[config.mk]
export PLATFORM = sky130hd
export DESIGN_NAME = zipcrypto_alternate_byte_cipher_unit
export DESIGN_NICKNAME = d
export VERILOG_FILES = /design/src/hdl/zcab_pkg.sv /design/src/hdl/zcab_cipher_core.sv /design/src/hdl/zipcrypto_alternate_byte_cipher_unit.sv
export SDC_FILE = /design/constraint.sdc
export NUM_CORES = 1
export LEC_CHECK = 0
export BUFFER_PORTS_ARGS = -buffer_cell sky130_fd_sc_hd__buf_2
export CORE_MARGIN = 3
export CORE_UTILIZATION = 40
export DETAILED_ROUTE_END_ITERATION = 7
export PLACE_DENSITY_LB_ADDON = 0.1
export REMOVE_ABC_BUFFERS = 1
export SETUP_SLACK_MARGIN = 0.02
export SYNTH_ARGS = -nofsm -noshare
export SYNTH_HDL_FRONTEND = slang
export SYNTH_HIERARCHICAL = 1
export SYNTH_SLANG_ARGS = --single-unit
[constraint.sdc]
create_clock -name aclk -period 16 [get_ports aclk]
set_input_delay 1.6 -clock aclk [delete_from_list [all_inputs] [get_ports aclk]]
set_output_delay 1.6 -clock aclk [all_outputs]
set_load 0.01 [all_outputs]
[src/hdl/zcab_pkg.sv]
`timescale 1ns / 1ps
// ----------------------------------------------------------------------------
// zcab_pkg
// Shared types, constants and key schedule functions for the alternate-byte
// ZipCrypto cipher.
// ----------------------------------------------------------------------------
package zcab_pkg;

    typedef struct packed {
        logic [31:0] k0;
        logic [31:0] k1;
        logic [31:0] k2;
    } keys_t;

    localparam logic [31:0] SEED_K0  = 32'h1234_5678;
    localparam logic [31:0] SEED_K1  = 32'h2345_6789;
    localparam logic [31:0] SEED_K2  = 32'h3456_7890;
    localparam logic [31:0] CRC_POLY = 32'hEDB8_8320;
    localparam int          PASS_LEN = 20;

    localparam logic [7:0] FIXED_PASS [PASS_LEN] = '{
        8'h6F, 8'h66, 8'h4F, 8'h31, 8'h61, 8'h30, 8'h75, 8'h65, 8'h58, 8'h41,
        8'h3F, 8'h20, 8'h5B, 8'hFF, 8'h73, 8'h20, 8'h68, 8'h20, 8'h25, 8'h3F
    };

    localparam logic CIPHER_DECRYPT = 1'b0;
    localparam logic CIPHER_ENCRYPT = 1'b1;

    // reflected CRC-32, one byte
    function automatic logic [31:0] crc_byte(input logic [31:0] c, input logic [7:0] b);
        logic [31:0] r;
        r = c ^ {24'd0, b};
        for (int k = 0; k < 8; k++) begin
            r = r[0] ? ((r >> 1) ^ CRC_POLY) : (r >> 1);
        end
        return r;
    endfunction

    // x * 0x08088405 mod 2^32 as a shift-add
    function automatic logic [31:0] mult_key(input logic [31:0] x);
        return x + (x << 2) + (x << 10) + (x << 15) + (x << 19) + (x << 27);
    endfunction

    function automatic keys_t absorb(input keys_t k, input logic [7:0] b);
        keys_t r;
        r.k0 = crc_byte(k.k0, b);
        r.k1 = mult_key(k.k1 + {24'd0, r.k0[7:0]}) + 32'd1;
        r.k2 = crc_byte(k.k2, r.k1[31:24]);
        return r;
    endfunction

    function automatic keys_t init_keys();
        keys_t k;
        k.k0 = SEED_K0;
        k.k1 = SEED_K1;
        k.k2 = SEED_K2;
        for (int i = 0; i < PASS_LEN; i++) begin
            k = absorb(k, FIXED_PASS[i]);
        end
        return k;
    endfunction

    localparam keys_t KEYS_INIT = init_keys();

endpackage

[src/hdl/zcab_cipher_core.sv]
`timescale 1ns / 1ps
// ----------------------------------------------------------------------------
// zcab_cipher_core
// One cipher step: keystream from key 2, XOR, and key absorb of the plain
// byte. Odd-offset words pass through with the keys untouched.
// ----------------------------------------------------------------------------
module zcab_cipher_core
    import zcab_pkg::*;
(
    input  keys_t      keys,
    input  logic       odd_offset,
    input  logic       direction,
    input  logic [7:0] din,
    output logic [7:0] dout,
    output keys_t      keys_next
);

    logic [15:0] v;
    logic [15:0] v_x;
    logic [15:0] prod;
    logic [7:0]  ks;
    logic [7:0]  ciph;
    logic [7:0]  plain;

    assign v     = {keys.k2[15:2], 1'b1, keys.k2[0]};
    assign v_x   = {v[15:1], ~v[0]};
    assign prod  = v * v_x;
    assign ks    = prod[15:8];
    assign ciph  = din ^ ks;
    assign plain = (direction == CIPHER_ENCRYPT) ? din : ciph;

    always_comb begin
        if (odd_offset) begin
            dout      = din;
            keys_next = keys;
        end else begin
            dout      = ciph;
            keys_next = absorb(keys, plain);
        end
    end

endmodule

[src/hdl/zipcrypto_alternate_byte_cipher_unit.sv]
`timescale 1ns / 1ps
// ----------------------------------------------------------------------------
// zipcrypto_alternate_byte_cipher_unit
// Alternate-byte ZipCrypto stream cipher, one word per clock while the output is not stalled.
// ----------------------------------------------------------------------------
// Usage:
//   s_ channel: one buffer byte per word, s_last_in_buffer on the final one.
//   m_ channel: the transformed byte, with m_out_last copied from the input.
//   cfg channel: bit 0 selects decrypt (0) or encrypt (1); always ready.
//   Write it only while no word is in flight.
//   Even-offset bytes are ciphered, odd-offset bytes pass unchanged.
//   The s_ word passes the input register, then the result register, before
//   m_valid rises. Throughput: one word per cycle while m_ready does not
//   stall the output, set by the single key update loop.
//   After the last byte of a buffer the keys and offset parity reload.
//   Reset loads the password-derived keys, even parity and decrypt mode.
//   When m_ready is low the result holds; the input register still takes a
//   word if it is empty, then s_ready drops until the output drains.
// ----------------------------------------------------------------------------
module zipcrypto_alternate_byte_cipher_unit
    import zcab_pkg::*;
(
    input  logic       aclk,
    input  logic       aresetn,
    input  logic       s_valid,
    output logic       s_ready,
    input  logic [7:0] s_data_byte,
    input  logic       s_last_in_buffer,
    output logic       m_valid,
    input  logic       m_ready,
    output logic [7:0] m_out_byte,
    output logic       m_out_last,
    input  logic       cfg_valid,
    output logic       cfg_ready,
    input  logic       cfg_cipher_direction
);

    logic       in_valid_reg;
    logic [7:0] in_byte_reg;
    logic       in_last_reg;
    logic       out_valid_reg;
    logic [7:0] out_byte_reg;
    logic       out_last_reg;
    keys_t      keys_reg;
    keys_t      keys_next;
    logic       odd_reg;
    logic       dir_reg;
    logic [7:0] core_dout;
    logic       advance;
    logic       fire;

    assign advance   = !out_valid_reg || m_ready;
    assign fire      = in_valid_reg && advance;
    assign s_ready   = !in_valid_reg || advance;
    assign cfg_ready = 1'b1;

    assign m_valid    = out_valid_reg;
    assign m_out_byte = out_byte_reg;
    assign m_out_last = out_last_reg;

    zcab_cipher_core u_core (
        .keys       (keys_reg),
        .odd_offset (odd_reg),
        .direction  (dir_reg),
        .din        (in_byte_reg),
        .dout       (core_dout),
        .keys_next  (keys_next)
    );

    always_ff @(posedge aclk) begin
        if (!aresetn) begin
            in_valid_reg  <= 1'b0;
            out_valid_reg <= 1'b0;
            keys_reg      <= KEYS_INIT;
            odd_reg       <= 1'b0;
            dir_reg       <= CIPHER_DECRYPT;
        end else begin
            if (cfg_valid) begin
                dir_reg <= cfg_cipher_direction;
            end
            if (s_ready) begin
                in_valid_reg <= s_valid;
            end
            if (advance) begin
                out_valid_reg <= in_valid_reg;
            end
            if (fire) begin
                if (in_last_reg) begin
                    keys_reg <= KEYS_INIT;
                    odd_reg  <= 1'b0;
                end else begin
                    keys_reg <= keys_next;
                    odd_reg  <= ~odd_reg;
                end
            end
        end
    end

    always_ff @(posedge aclk) begin
        if (s_valid && s_ready) begin
            in_byte_reg <= s_data_byte;
            in_last_reg <= s_last_in_buffer;
        end
        if (fire) begin
            out_byte_reg <= core_dout;
            out_last_reg <= in_last_reg;
        end
    end

`ifndef SYNTH
    a_reset_keys: assert property (@(posedge aclk)
        !aresetn |=> (keys_reg == KEYS_INIT) && !odd_reg)
        else $error("keys not reloaded by reset");

    a_last_reload: assert property (@(posedge aclk) disable iff (!aresetn)
        (fire && in_last_reg) |=> (keys_reg == KEYS_INIT) && !odd_reg)
        else $error("keys not reloaded after last word");

    a_odd_keys_hold: assert property (@(posedge aclk) disable iff (!aresetn)
        (fire && odd_reg && !in_last_reg) |=> $stable(keys_reg) && !odd_reg)
        else $error("odd word changed the keys");

    a_odd_passthrough: assert property (@(posedge aclk) disable iff (!aresetn)
        (fire && odd_reg) |=> (m_out_byte == $past(in_byte_reg)))
        else $error("odd word not passed through");

    a_idle_hold: assert property (@(posedge aclk) disable iff (!aresetn)
        !fire |=> $stable(keys_reg) && $stable(odd_reg))
        else $error("cipher state moved without a word");
`endif

endmodule
== Word level (Yosys, flattened, before mapping) ==
Cells that the tools add are included.

* Div/mod/pow operators: 0
* Multiplexer cells: 21
* Reduce and logical (&&, ||, !) cells: 7
* $add $sub $neg: 7
* Multiply operators: 1
* Bitwise logic cells: 21
* Eq/ne operators: 1
* Shift operators: 0
* Magnitude comparators: 0

{| class="wikitable"
|+ Operators with widths
! kind !! number
|-
| $mux W32 || 16
|-
| $not A13 Y14 || 16
|-
| $mux W96 || 2
|-
| $add A32 B32 Y32 || 5
|-
| $xor A32 B8 Y32 || 2
|-
| $add A32 B1 Y32 const B || 1
|-
| $add A32 B8 Y32 || 1
|-
| $mul A16 B16 Y16 || 1
|-
| $mux W8 || 2
|-
| $xor A8 B8 Y8 || 1
|-
| $logic_and A1 B1 Y1 || 2
|-
| $logic_not A1 Y1 || 2
|-
| $logic_or A1 B1 Y1 || 2
|-
| $ne A2 B2 Y1 const B || 1
|-
| $not A1 Y1 || 2
|-
| $reduce_and A2 Y1 || 1
|-
| $mux W1 || 1
|}

* Logic and storage cells: 69
* Flip-flop bits (word level): 118
* Bits in read-only memories: 0
* Bits in latches: 0
* Bits of input ports: 15
* Bits in writable memories: 0
* Memories: 0

== Longest topological paths before layout ==
* Depth after elaboration: 47
* Mapped depth: 54
* Gate-level depth less buffers: 52

== Cells and area by module ==
Netlist, hierarchy kept.

{| class="wikitable"
|+ Modules (own cells, without submodules)
! module !! instances !! cells an instance !! area an instance (sq um) !! seq. area each (sq um)
|-
| zcab_cipher_core || 1 || 1272 || 10318.6 || 0.0
|-
| zipcrypto_alternate_byte_cipher_unit || 1 || 479 || 4855.9 || 2542.4
|}

== Worst setup path before layout ==
OpenSTA, ideal clock, no wires.

* Path kind: flip-flop to flip-flop
* From: register keys_reg[3] in the netlist's numbering
* To: register keys_reg[19] in the netlist's numbering
* Cell stages (with the launch flop): 54
* Library setup time: 130 ps
* Clock period less this slack: 12681 ps
* Path buffers: 2
* Data required time: 15870 ps
* Path slack: 3319 ps
* Data arrival time: 12551 ps
* Path through: dfxtp_1 clkbuf_1 nand2_1 inv_1 fa_1 inv_1 fa_1 inv_1 fa_1 inv_1 fa_1 inv_1 fa_1 inv_1 fa_1 inv_1 ha_1 and2_1 (+18 left out) inv_1 fa_1 inv_1 ha_1 clkbuf_1 a21oi_1 o21ai_0 o211ai_1 and2_1 a31oi_4 a2111oi_4 xnor2_4 xor2_2 xor3_1 xnor2_1 o21ai_1 nor4b_1 o21ai_1

{| class="wikitable"
|+ RTL lines
! element !! line !! text
|-
| from (decl) || zipcrypto_alternate_byte_cipher_unit.sv:44 || <nowiki>keys_t keys_reg;</nowiki>
|-
| from (signal assigned) || zipcrypto_alternate_byte_cipher_unit.sv:92 || <nowiki>keys_reg <= keys_next;</nowiki>
|}

==> out/results.tsv <==
metric	value	unit
cp_num_buf_inv	7	
clockBufferDepth	2	
antennaDiodeCount	0	
grt_overflow_total	0	
cp-end-kind	flop	
yosysUniqueCellTypes	79	
postRouteAntennaNets	0	
hold_viol	0	
layout_commonest_cell	inv_1	
vias	11600	
grt_antenna_before_repair	0	
critPathKind	flop to flop	
synth-seq-area-share	0.168	
largest_register_ffs	96	
cpPeakStageDelay	0.72	ns
core	37000	um^2
status	finished, final reports clean	
fill_cells	3769	
num_io_pins	27	
first_pass_iters	5	
die_area	40300	um^2
postLayoutCellArea	16200	um^2
initial_utilization	0.411	
fmax	67.6	MHz
synthArstFlopShare	0	
clkTransAtPathRegs	0.06	ns
drt_iter0_drc	725	
start_kind	flop	
portBuffers	25	
final_util	0.438	
period_minus_slack	14.80	ns
cts.sinks	118	
finalNetCount	1979	
ys_warn_count	6	
ys.flop_type	dfxtp_1	
insertion_delay	0.44	ns
postCtsSetupBuffers	0	
mostFrequentLayoutCells	inv_1 (215), nand2_1 (197), xnor2_1 (139)	
synth-seq-cells	118	
fp.dieW	201	um
grt_pass1_wl	65100	um
wire_per_inst	18.0	um
area_growth	6.74	%
vias_per_cell	5.21	
cts_made_buffers	17	
h-tree-depth	4	
cts_tree	built	
wl	40100	um
synth-edff-count	18	
syn_inst	1751	
synth_area_per_cell	8.67	um^2
track_usage	0.201	
worst_pin_slew	1.01	ns
setup_violations	0	
syn_area	15200	um^2
crit_slowest_cell	dfxtp_1	
finalSetupTns	0	ns
rows	70	
remaining_drc_errors	0	
dp_hpwl	29700	um
rsz0062_at_grt	false	
worstPathMaxFanout	13	
postCtsResizedCells	0	
drv_slew	0	
cp.arrival	15.08	ns
max_slew_margin	0.328	
grt_pass1_vias	11700	
hold_class	flop to flop	
place.gp.congestion	0.880	
cts-root-buf	clkbuf_16	
cap_violations	0	
die_y	201	um
grt_start_max_net_pins	98	
hold_buffers	0	
fin_crit_sh	0.925	
crit_required	16.27	ns
postPlaceCellArea	15600	um^2
drive_above_1_share	0.0742	
finClkSkew	0.0148	ns
crit_family	adder cells	
[final cells by class]
| class | count | area, um^2 | area share |
|---|---|---|---|
| Clock inverter | 15 | 168 | 0.0104 |
| Sequential cell | 118 | 2550 | 0.157 |
| Inverter | 215 | 807 | 0.0498 |
| Multi-Input combinational cell | 1323 | 11400 | 0.703 |
| Clock buffer | 17 | 425 | 0.0263 |
| Tap cell | 504 | 631 | 0.0389 |
| Timing Repair Buffer | 38 | 225 | 0.0139 |
[stage by stage]
stage	std cells	worst slack [ns]	hold slack [ns]
after floorplan	1656	3.38	0.449
after global placement	2198	1.16	0.471
after detailed placement	2198	1.01	0.478
after CTS	2230	0.952	0.488
after global routing	2230	0.155	0.502
final	2230	1.20	0.485
[tightest hold or removal path: cells and delay by family, from the launching register on]
| kind | cells | cell delay, ns |
|---|---|---|
| flops | 1 | 0.33 |
| simple gates | 1 | 0.06 |
| mux | 1 | 0.05 |
[layer usage]
metal,share of wire,vias up,GRT usage
met5,0,-,0
met4,0.011,0,0.0394
met3,0.032,28,0.0300
met2,0.47,185,0.334
met1,0.48,5673,0.279
li1,-,5739,-
[final timing paths]
check | cells after the start | startpoint | slack, ns | endpoint
worst max-delay path | 49 | keys_reg[3]$_SDFFE_PN0P_ | 1.20 | keys_reg[18]$_SDFFE_PN1P_
worst min register to register | 2 | keys_reg[91]$_SDFFE_PN0P_ | 0.48 | keys_reg[91]$_SDFFE_PN0P_
worst min-delay path | 2 | keys_reg[91]$_SDFFE_PN0P_ | 0.48 | keys_reg[91]$_SDFFE_PN0P_
worst max register to register | 49 | keys_reg[3]$_SDFFE_PN0P_ | 1.20 | keys_reg[18]$_SDFFE_PN1P_
[kinds of logic (layout without fill, tap and decap cells)]
group / after synthesis / count (layout) / share of synthesized area
simple gates: 448 / 448 / 0.158
buf+inv: 310 / 285 / 0.0825
compound gates: 309 / 309 / 0.125
fa+ha+maj: 251 / 251 / 0.265
xor+xnor: 247 / 247 / 0.157
flops: 118 / 118 / 0.168
mux: 66 / 66 / 0.0448
other cells: 2 / 2 / 0.000495
[Yosys cell counts, drive strengths merged, types with 3 or more instances]
cell type,number,area [um^2]
and4,3,26.3
mux2i,51,510
nand3,15,75.1
nor2,42,158
or2,3,18.8
buf,31,204
xor2,91,838
and3,12,75.1
a31oi,5,61.3
a211oi,9,82.6
o221ai,3,26.3
mux2,15,169
o211ai,11,82.6
nand2b,14,95.1
clkbuf,64,241
o31ai,4,40.0
a21oi,89,460
fa,117,2340
o21a,9,67.6
ha,134,1680
edfxtp,18,541
nor3,9,56.3
a21o,16,120
nor2b,11,68.8
xnor2,151,1430
nand3b,50,375
dfxtp,100,2000
and2,25,159
nand2,197,739
nand4,11,68.8
o21ai,139,699
inv,215,807
o21bai,4,30.0
nor4b,48,420
xnor3,4,91.3
Power is not shown: default switching activity piles up to over one toggle a cycle in this logic, so the estimate is an artifact.
